`config.mk`:
```
export PLATFORM = sky130hd
export DESIGN_NAME = gesture_template_matcher_top
export DESIGN_NICKNAME = d
export VERILOG_FILES = /design/src/sv/gtm_pkg.sv /design/src/sv/gesture_template_matcher_top.sv
export SDC_FILE = /design/constraint.sdc
export NUM_CORES = 2
export LEC_CHECK = 0
export BUFFER_PORTS_ARGS = -buffer_cell sky130_fd_sc_hd__buf_2
export CAP_MARGIN = 20
export CORE_AREA = 8 8 510 512
export CTS_CLUSTER_DIAMETER = 60
export DETAILED_ROUTE_END_ITERATION = 10
export DIE_AREA = 0 0 518 520
export SYNTH_ARGS = -nofsm -noshare
export SYNTH_HDL_FRONTEND = slang
export SYNTH_SLANG_ARGS = --single-unit
```
`constraint.sdc`:
```
create_clock -name clk_i -period 24.2 [get_ports clk_i]
set_input_delay 2.42 -clock clk_i [delete_from_list [all_inputs] [get_ports clk_i]]
set_output_delay 2.42 -clock clk_i [all_outputs]
set_load 0.03 [all_outputs]
```
`src/sv/gtm_pkg.sv`:
```
// shared types and constants for the gesture template matcher
package gtm_pkg;

  // default capture length in samples
  localparam int unsigned SAMPLES_DEF = 30;

  // field widths
  localparam int unsigned RATE_W  = 16;
  localparam int unsigned ENTRY_W = 3 * RATE_W;
  localparam int unsigned ACC_W   = 39;
  localparam int unsigned IDX_W   = 7;

  // error sum ceiling and reset threshold (0.05 mean square over 90 axis samples)
  localparam logic [ACC_W-1:0] ACC_MAX       = {ACC_W{1'b1}};
  localparam logic [ACC_W-1:0] THRESHOLD_RST = 39'd4831838208;

  // request codes on req_type
  typedef enum logic [1:0] {
    REQ_SAMPLE = 2'd0,
    REQ_RECORD = 2'd1,
    REQ_VERIFY = 2'd2
  } req_e;

  // capture mode, reported as phase
  typedef enum logic [1:0] {
    MODE_IDLE   = 2'd0,
    MODE_RECORD = 2'd1,
    MODE_VERIFY = 2'd2
  } mode_e;

endpackage

```
`src/sv/gesture_template_matcher_top.sv`:
```
// gesture template matcher: record a template, verify a capture by sum of squared differences
//
//  channel | direction | handshake                 | payload
//  --------+-----------+---------------------------+------------------------------------------
//  in      | input     | in_valid_i / in_stall_o   | req_type, x_rate, y_rate, z_rate
//  out     | output    | out_valid_o / out_stall_i | phase, sample_index, flags, error_sum
//  cfg     | input     | cfg_we_i                  | match_threshold (cfg_wdata_i)
//
// one item per cycle while the output does not stall; a transfer is held in the input register,
// then passes through three 17x17 squarers and the accumulator add into the result register.
// the template store is a memory whose entry at the next capture position is read ahead into a register.
// reset clears all control state and the per-entry valid bits: no clearing pass is needed.
// an output stall holds the result register and backs up into the input register only.
module gesture_template_matcher_top #(
  parameter int unsigned SAMPLES = gtm_pkg::SAMPLES_DEF
) (
  input  logic                        clk_i,
  input  logic                        rst_ni,
  // configuration
  input  logic                        cfg_we_i,
  input  logic [gtm_pkg::ACC_W-1:0]   cfg_wdata_i,
  // input channel
  input  logic                        in_valid_i,
  output logic                        in_stall_o,
  input  logic [1:0]                  req_type_i,
  input  logic signed [gtm_pkg::RATE_W-1:0] x_rate_i,
  input  logic signed [gtm_pkg::RATE_W-1:0] y_rate_i,
  input  logic signed [gtm_pkg::RATE_W-1:0] z_rate_i,
  // output channel
  output logic                        out_valid_o,
  input  logic                        out_stall_i,
  output logic [1:0]                  phase_o,
  output logic [gtm_pkg::IDX_W-1:0]   sample_index_o,
  output logic                        template_stored_o,
  output logic                        verify_done_o,
  output logic                        unlocked_o,
  output logic [gtm_pkg::ACC_W-1:0]   error_sum_o
);

  localparam int unsigned CNT_W  = $clog2(SAMPLES + 1);
  localparam int unsigned ADDR_W = (SAMPLES > 1) ? $clog2(SAMPLES) : 1;
  localparam int unsigned RW     = gtm_pkg::RATE_W;
  localparam int unsigned EW     = gtm_pkg::ENTRY_W;
  localparam int unsigned AW     = gtm_pkg::ACC_W;
  localparam logic [CNT_W-1:0] CNT_LAST = CNT_W'(SAMPLES);

  // input register
  logic                 in_vld_q;
  logic [1:0]           req_q;
  logic [RW-1:0]        x_q, y_q, z_q;

  // block state
  gtm_pkg::mode_e       mode_q, mode_d;
  logic [CNT_W-1:0]     cnt_q, cnt_d;
  logic                 tdone_q, tdone_d;
  logic                 vdone_q, vdone_d;
  logic                 unlock_q, unlock_d;
  logic [AW-1:0]        acc_q, acc_d;
  logic [AW-1:0]        thr_q;

  // template store, its valid bits and the prefetched entry
  logic [EW-1:0]        tmpl_mem_q [SAMPLES];
  logic [SAMPLES-1:0]   ent_vld_q;
  logic [EW-1:0]        rd_data_q;
  logic                 rd_vld_q;
  logic                 wr_en;
  logic [ADDR_W-1:0]    wr_addr;
  logic [ADDR_W-1:0]    rd_addr;
  logic                 rd_ok;

  // result register
  logic                 out_vld_q;
  logic [1:0]           phase_q;
  logic [CNT_W-1:0]     idx_q;
  logic                 stored_q, vdone_out_q, unlocked_q;
  logic [AW-1:0]        esum_q;

  // datapath
  logic                 fire;
  logic                 in_take;
  logic                 cnt_below;
  logic [EW-1:0]        entry;
  logic signed [RW:0]   dx, dy, dz;
  logic signed [2*RW+1:0] px, py, pz;
  logic [2*RW+1:0]      sq_sum;
  logic [AW:0]          acc_sum;

  // handshake
  assign fire       = in_vld_q && (!out_vld_q || !out_stall_i);
  assign in_stall_o = in_vld_q && !fire;
  assign in_take    = in_valid_i && !in_stall_o;

  // input register
  always_ff @(posedge clk_i or negedge rst_ni) begin
    if (!rst_ni) begin
      in_vld_q <= 1'b0;
    end else if (in_take) begin
      in_vld_q <= 1'b1;
    end else if (fire) begin
      in_vld_q <= 1'b0;
    end
  end

  always_ff @(posedge clk_i) begin
    if (in_take) begin
      req_q <= req_type_i;
      x_q   <= x_rate_i;
      y_q   <= y_rate_i;
      z_q   <= z_rate_i;
    end
  end

  // threshold register
  always_ff @(posedge clk_i or negedge rst_ni) begin
    if (!rst_ni) begin
      thr_q <= gtm_pkg::THRESHOLD_RST;
    end else if (cfg_we_i) begin
      thr_q <= cfg_wdata_i;
    end
  end

  // squared differences against the prefetched template entry
  assign cnt_below = (cnt_q < CNT_LAST);
  assign entry     = rd_vld_q ? rd_data_q : '0;
  assign dx        = {entry[RW-1], entry[RW-1:0]}         - {x_q[RW-1], x_q};
  assign dy        = {entry[2*RW-1], entry[2*RW-1:RW]}    - {y_q[RW-1], y_q};
  assign dz        = {entry[3*RW-1], entry[3*RW-1:2*RW]}  - {z_q[RW-1], z_q};
  assign px        = dx * dx;
  assign py        = dy * dy;
  assign pz        = dz * dz;
  assign sq_sum    = {2'b00, px[2*RW-1:0]} + {2'b00, py[2*RW-1:0]}
                   + {2'b00, pz[2*RW-1:0]};
  assign acc_sum   = {1'b0, acc_q} + (AW + 1)'(sq_sum);

  // next state for one item
  always_comb begin
    mode_d   = mode_q;
    cnt_d    = cnt_q;
    tdone_d  = tdone_q;
    vdone_d  = vdone_q;
    unlock_d = unlock_q;
    acc_d    = acc_q;
    wr_en    = 1'b0;
    wr_addr  = cnt_q[ADDR_W-1:0];
    if (fire) begin
      if (req_q == gtm_pkg::REQ_SAMPLE) begin
        unique case (mode_q)
          gtm_pkg::MODE_RECORD: begin
            if (cnt_below) begin
              wr_en = 1'b1;
              cnt_d = cnt_q + 1'b1;
            end else begin
              mode_d  = gtm_pkg::MODE_IDLE;
              cnt_d   = '0;
              tdone_d = 1'b1;
            end
          end
          gtm_pkg::MODE_VERIFY: begin
            if (cnt_below) begin
              acc_d = acc_sum[AW] ? gtm_pkg::ACC_MAX : acc_sum[AW-1:0];
              cnt_d = cnt_q + 1'b1;
            end else begin
              mode_d   = gtm_pkg::MODE_IDLE;
              cnt_d    = '0;
              vdone_d  = 1'b1;
              unlock_d = (acc_q < thr_q);
            end
          end
          default: begin
            // samples outside a capture are dropped
          end
        endcase
      end else if (mode_q == gtm_pkg::MODE_IDLE) begin
        priority if (req_q == gtm_pkg::REQ_RECORD && !tdone_q) begin
          mode_d = gtm_pkg::MODE_RECORD;
          cnt_d  = '0;
        end else if (req_q == gtm_pkg::REQ_VERIFY && !vdone_q) begin
          mode_d = gtm_pkg::MODE_VERIFY;
          cnt_d  = '0;
          acc_d  = '0;
        end else begin
          // repeated start or unused code
        end
      end
    end
  end

  // state registers
  always_ff @(posedge clk_i or negedge rst_ni) begin
    if (!rst_ni) begin
      mode_q   <= gtm_pkg::MODE_IDLE;
      cnt_q    <= '0;
      tdone_q  <= 1'b0;
      vdone_q  <= 1'b0;
      unlock_q <= 1'b0;
      acc_q    <= '0;
    end else begin
      mode_q   <= mode_d;
      cnt_q    <= cnt_d;
      tdone_q  <= tdone_d;
      vdone_q  <= vdone_d;
      unlock_q <= unlock_d;
      acc_q    <= acc_d;
    end
  end

  // template store write, entry at the next position read ahead into a register
  assign rd_ok   = (cnt_d < CNT_LAST);
  assign rd_addr = cnt_d[ADDR_W-1:0];

  always_ff @(posedge clk_i) begin
    if (wr_en) begin
      tmpl_mem_q[wr_addr] <= {z_q, y_q, x_q};
    end
    if (rd_ok) begin
      rd_data_q <= tmpl_mem_q[rd_addr];
    end
  end

  // valid bits stand in for the all-zero reset of the store
  always_ff @(posedge clk_i or negedge rst_ni) begin
    if (!rst_ni) begin
      ent_vld_q <= '0;
      rd_vld_q  <= 1'b0;
    end else begin
      if (wr_en) begin
        ent_vld_q[wr_addr] <= 1'b1;
      end
      rd_vld_q <= rd_ok && ent_vld_q[rd_addr];
    end
  end

  // result register
  always_ff @(posedge clk_i or negedge rst_ni) begin
    if (!rst_ni) begin
      out_vld_q <= 1'b0;
    end else if (fire) begin
      out_vld_q <= 1'b1;
    end else if (!out_stall_i) begin
      out_vld_q <= 1'b0;
    end
  end

  always_ff @(posedge clk_i) begin
    if (fire) begin
      phase_q     <= mode_d;
      idx_q       <= cnt_d;
      stored_q    <= tdone_d;
      vdone_out_q <= vdone_d;
      unlocked_q  <= unlock_d;
      esum_q      <= acc_d;
    end
  end

  assign out_valid_o       = out_vld_q;
  assign phase_o           = phase_q;
  assign sample_index_o    = gtm_pkg::IDX_W'(idx_q);
  assign template_stored_o = stored_q;
  assign verify_done_o     = vdone_out_q;
  assign unlocked_o        = unlocked_q;
  assign error_sum_o       = esum_q;

  // capture position never runs past the end of the store
  a_cnt_range: assert property (@(posedge clk_i) disable iff (!rst_ni)
    cnt_q <= CNT_LAST)
    else $error("capture position beyond store depth");

  // the position is parked at zero outside a capture
  a_idle_cnt: assert property (@(posedge clk_i) disable iff (!rst_ni)
    (mode_q == gtm_pkg::MODE_IDLE) |-> (cnt_q == '0))
    else $error("capture position not cleared while idle");

  // an unlock is only ever reported with a judged verify
  a_unlock_done: assert property (@(posedge clk_i) disable iff (!rst_ni)
    (out_vld_q && unlocked_q) |-> vdone_out_q)
    else $error("unlock reported without completed verify");

  // the error sum never falls while a verify sample is accumulated
  a_acc_mono: assert property (@(posedge clk_i) disable iff (!rst_ni)
    (fire && req_q == gtm_pkg::REQ_SAMPLE && mode_q == gtm_pkg::MODE_VERIFY && cnt_below)
    |=> (acc_q >= $past(acc_q)))
    else $error("error sum decreased during verify");

endmodule
```
# Word level (Yosys, flattened, before mapping)
# Memory sizes are Yosys's and may differ from the RTL's. A register that Yosys moved wholly into a read port is not among the register bits.
# Index checks and enable logic that the tools add are counted.
# Widths: inputs -> output; s select.
[word_totals]
register_bits = 220
inputBits = 94
ram_bits = 1440
elab_cells = 111
memories = 1
[memory_table]
columns = ["name", "words", "width", "read_ports", "rd_clocked_by_memory_dff", "write_ports", "line_no", "rtl"]
rows = [
  ["tmpl_mem_q", 30, 48, 1, 1, 1, "gesture_template_matcher_top.sv:62", "logic [EW-1:0] tmpl_mem_q [SAMPLES];"],
]
[op_classes]
muxes = 49
add_sub_neg = 7
n_mul = 3
n_lt_le_gt_ge = 6
reduce_logical = 18
n_eq_ne = 5
bitwise_logic = 1
[op_table]
columns = ["operator", "count"]
rows = [
  ["$mux 39", 8],
  ["$mul 17x17->32", 3],
  ["$sub 16x16->17", 3],
  ["$mux 48", 1],
  ["$add 39x34->40", 1],
  ["$lt 39x39->1", 1],
  ["$mux 5", 7],
  ["$add 33x32->34", 1],
  ["$add 32x32->33", 1],
  ["$or 30x30->30", 1],
  ["$mux 1", 24],
  ["$mux 2", 7],
  ["$lt 5x6->1 const B", 2],
  ["$lt 5x5->1 const B", 2],
  ["$logic_and 1x1->1", 7],
  ["$logic_not 1->1", 6],
  ["$add 5x1->5 const B", 1],
  ["$bmux 1 s5", 1],
  ["$demux 1 s5", 1],
  ["$ge 5x1->1 const B", 1],
  ["$eq 2x1->1 const B", 2],
  ["$eq 2x2->1 const B", 2],
  ["$logic_not 2->1", 2],
  ["$ne 2x1->1 const B", 1],
  ["other kinds (3)", 3],
]

# Depth between registers and ports, before layout
[depth]
depth_word = 11
mapped_depth = 55
ltp_nobuf = 53

# Worst setup path before layout
# Ideal clock, no wire load.
[synth_timing]
path_type = "register -> register"
start = "reg x_q[0]"
end = "reg esum_q[9], in the netlist error_sum_o[9], data pin"
path_stages_with_launch = 51
setup_ns = 0.258
slack_ns = 12.368
period_less_slack_ns = 11.832
arrival_time_ns = 11.573
cell_sequence = "edfxtp_1 > ha_1 > fa_1 > nor2b_1 > o21ai_1 > a21boi_1 > o41ai_1 > o221ai_1 > o211ai_1 > o21ai_0 > nor3_1 > mux2_2 > clkinv_1 > clkbuf_1 > nor2_1 > fa_1 > inv_1 > fa_1 > [15 not listed] > nand2_1 > a21oi_1 > xnor3_1 > fa_1 > inv_1 > fa_1 > inv_1 > ha_1 > a21o_1 > a21o_1 > or2_2 > a2111oi_2 > nor3_1 > buf_2 > nor2_4 > and2_1 > nor2_1 > o21a_1"
[synth_between]
elab_chain_cells = 10
[synth_lines]
columns = ["item", "line_no", "rtl"]
rows = [
  ["start: declaration", "gesture_template_matcher_top.sv:50", "logic [RW-1:0] x_q, y_q, z_q;"],
  ["start signal: assignment", "gesture_template_matcher_top.sv:107", "x_q <= x_rate_i;"],
  ["$sub 16x16->17", "gesture_template_matcher_top.sv:125", "assign dx = {entry[RW-1], entry[RW-1:0]} - {x_q[RW-1], x_q};"],
  ["$mul 17x17->32", "gesture_template_matcher_top.sv:128", "assign px = dx * dx;"],
  ["$add 32x32->33", "gesture_template_matcher_top.sv:131", "assign sq_sum = {2'b00, px[2*RW-1:0]} + {2'b00, py[2*RW-1:0]}"],
  ["$add 33x32->34", "gesture_template_matcher_top.sv:132", "+ {2'b00, pz[2*RW-1:0]};"],
  ["$add 39x34->40", "gesture_template_matcher_top.sv:133", "assign acc_sum = {1'b0, acc_q} + (AW + 1)'(sq_sum);"],
  ["$mux 39", "gesture_template_matcher_top.sv:160", "acc_d = acc_sum[AW] ? gtm_pkg::ACC_MAX : acc_sum[AW-1:0];"],
  ["$mux 39", "gesture_template_matcher_top.sv:159", "if (cnt_below) begin"],
  ["$mux 39", "gesture_template_matcher_top.sv:147", "unique case (mode_q)"],
  ["$mux 39", "gesture_template_matcher_top.sv:146", "if (req_q == gtm_pkg::REQ_SAMPLE) begin"],
  ["$mux 39", "gesture_template_matcher_top.sv:145", "if (fire) begin"],
  ["via acc_d[9]", "gesture_template_matcher_top.sv:58", "logic [AW-1:0] acc_q, acc_d;"],
  ["end signal: assignment", "gesture_template_matcher_top.sv:251", "esum_q <= acc_d;"],
  ["end: declaration", "gesture_template_matcher_top.sv:76", "logic [AW-1:0] esum_q;"],
]
# The timed path passes the listed nets, and every way through them passes these cells.
# A chain may end at the register's enable or synchronous reset.

# Worst setup path after layout
[layout_timing]
start = "reg x_q[2]"
end = "reg esum_q[22], in the netlist error_sum_o[22], data pin"
# Same word-level chain as after synthesis.

==> run metrics <==
Synth Warn #=0; placed cell area=0.1051 sq mm; most numerous cell in the Yosys netlist=nand2_1; slowest CP cell=edfxtp_1; first-pass GRT wire length=431,000 microns; most frequent cells after synthesis=nand2_1 (1,859), edfxtp_1 (1,587), inv_1 (1,178); library cells used by synthesis=92; vias per cell=5.370; HPWL after DPL=179,300 microns; die area=0.2694 sq mm; fin area=0.1115 sq mm; most frequent CP cell=fa_1; Worst Reg-to-Reg Cells=48; antenna violations before repair=14; total gr overflow=0; register area share after synthesis=0.5061; CP Data Arrival Time=14.55 ns; Worst Setup Slack, final=10.16 ns; final count of negative-setup-slack endpoints=0; area share of the largest cell type after synthesis=0.4759; Post-Syn Area=0.1001 sq mm; fillers=23.29k; Final Critical Period=14.04 ns; slew of the pin with the lowest slew margin=1.151 ns; io pins=147; layout cells sized above 1=0.07797; register area=0.05069 sq mm; cts hold-fix bufs=0; largest net degree at the start of global routing=151; Initial DRT Pass Iterations=6; DRC viols=0; Hold Crit Start=ent_vld_q[21]$_DFFE_PN0P_; mean post-synth cell area=11.29 sq um; chip height=520 microns; FP Rows=185; fmax=0.07124 GHz; CP Class=flop to flop; ys async rst share=0.07084; RePlAce Congestion=0.9128; crit-path max cell delay=1.05 ns; vias in the first global route=67.94k; Initial Util=0.3969; Setup crit end kind=flop; CTS tree=built; #FFs+latches synth=1,708; critical path peak fanout=31; area leader, netlist=edfxtp_1; worst reg2reg startpoint=x_q[2]$_DFFE_PP_; Min-Delay Path Class=flop to flop; Setup Fix Bufs, Post-CTS=0; worst reg2reg setup slack=10.16 ns; Root Buffer=clkbuf_16; Max-slew headroom=0.2326; status=finished clean; Main synth FF type=edfxtp_1; Worst Hold Path Cells=1; drt first-iter violations=6,899; DR vias=67.14k; Hold EP=ent_vld_q[21]$_DFFE_PN0P_; Routed Antenna Nets=0; startpoint types=flop; post-synthesis cell count=8,873; Worst-path clk slew=0.06 ns; Worst Clk Skew=0.1016 ns; Core Region=0.2523 sq mm; Post-CTS Resized=0; gr usage total=0.2086; worst slack at placement=10.38 ns; input/output buffers=144; RSZ-0062 raised after global routing=no; Worst Path Required=24.71 ns; Post-Route Setup TNS=0 ns; H-tree depth=4; Layout area overhead=11.37%; top cells by area, synth=edfxtp_1 (48%), fa_1 (17%), nand2_1 (7.0%); Max-Cap Viols=0; Total Wirelength=288,800 microns; clk_lat worst skew=0.88 ns; number of buffers created by CTS=188; FF-to-FF End=error_sum_o[22]$_DFFE_PP_; clk buf depth=3; period utilization=0.5800; CTS Sinks=1,708; DIE WIDTH=518 microns; Final Max Tran Viols=0; NumNets Final=10.27k; Final Hold Fails=0; Post-synth EDFFs=1,587; WL/cell=23.10 microns; Multi-input gate area=0.04367 sq mm
[worst max-delay path: cells and delay by family, from the launching register on]
kind                       cells  cell delay, ns
xor gates and xnor gates       1            0.40
adders and majority gates     11            4.76
muxes                          1            0.38
DFF                            1            1.05
AOI/OAI and AO/OA             15            3.33
buffers and inverters          9            1.46
and+or+nand+nor               11            2.30
[sequential cells by signal, summed over array words and instances (netlist names), 5 cells and up]
register,count
z_q,16
rd_data_q,48
error_sum_o,39
x_q,16
y_q,16
acc_q,39
ent_vld_q,30
thr_q,39
tmpl_mem_q,1440
cnt_q,5
idx_q,5
[per-layer routing]
layer  part of all wire  GRT usage  vias up
met5            0.00014          0        -
met4              0.034    0.06759        8
met3              0.076    0.03050      468
met2               0.47     0.3442     2675
met1               0.42     0.2851    34037
li1                   -          -    29950
[kinds of logic (layout without fill, tap and decap cells)]
logic type	count (synthesis)	after routing	synth area share
AOI/OAI and AO/OA	936	936	0.06398
DFF	1708	1708	0.5061
adders and majority gates	1200	1200	0.2125
and+or+nand+nor	3233	3233	0.1386
buffers and inverters	1598	1856	0.06085
xor gates and xnor gates	191	191	0.01710
muxes	6	6	0.0007621
other	1	6	0.00003745
[worst max-delay path by stage]
| stage | start | to | slack (ns) |
|---|---|---|---|
| after global placement | x_q[2]$_DFFE_PP_ | error_sum_o[20]$_DFFE_PP_ | 10.75 |
| after global routing | x_q[2]$_DFFE_PP_ | error_sum_o[22]$_DFFE_PP_ | 9.08 |
| after floorplan | x_q[0]$_DFFE_PP_ | error_sum_o[9]$_DFFE_PP_ | 12.37 |
| after detailed placement | x_q[2]$_DFFE_PP_ | error_sum_o[22]$_DFFE_PP_ | 10.38 |
| final | x_q[2]$_DFFE_PP_ | error_sum_o[22]$_DFFE_PP_ | 10.16 |
| after CTS | x_q[2]$_DFFE_PP_ | error_sum_o[22]$_DFFE_PP_ | 10.22 |
[through the flow]
step,util,hold slack (ns),cells
detailed placement,0.4166,0.4488,12144
global route,0.4420,0.4793,12499
global placement,0.4165,0.4457,12143
CTS,0.4418,0.4675,12495
floorplan,-,0.4337,8874
finish,0.4421,0.4675,12502
[placed cells by master, fill, tap and decap left out, types with 11 or more instances in the layout]
cell type  instances
a21o_1           112
a21oi_1          240
a311o_1           16
a311oi_1         207
a31oi_1           64
and2_1            73
and3_1           107
buf_2            143
buf_4            155
bufinv_16         20
clkbuf_1          26
clkbuf_16        188
clkinv_1          63
clkinv_16         12
clkinv_2          26
dfrtp_1          118
edfxtp_1        1587
fa_1             835
ha_1             365
inv_1           1176
inv_6             11
inv_8             12
nand2_1         1858
nand2b_1          30
nand3_1          667
nand4_1           15
nor2_1           321
nor2_4            31
nor2b_1           17
nor3_1            31
o21a_1            22
o21ai_0          152
o21bai_1          18
or2_2             45
or3_1             11
xnor2_1          127
xor2_1            59
[cell type report]
cell class | instances | area share
timing repair buffer | 308 | 0.01851
clock inverter | 136 | 0.01388
multi-input combinational | 5568 | 0.3915
inverter | 1197 | 0.04058
antenna | 4 | 0.00008975
sequential | 1708 | 0.4545
clock buffer | 215 | 0.04318
tap | 3366 | 0.03776
Power is left out: the tool's default activity adds up to more than one toggle a clock period on the data nets, which glitch-free logic cannot reach.
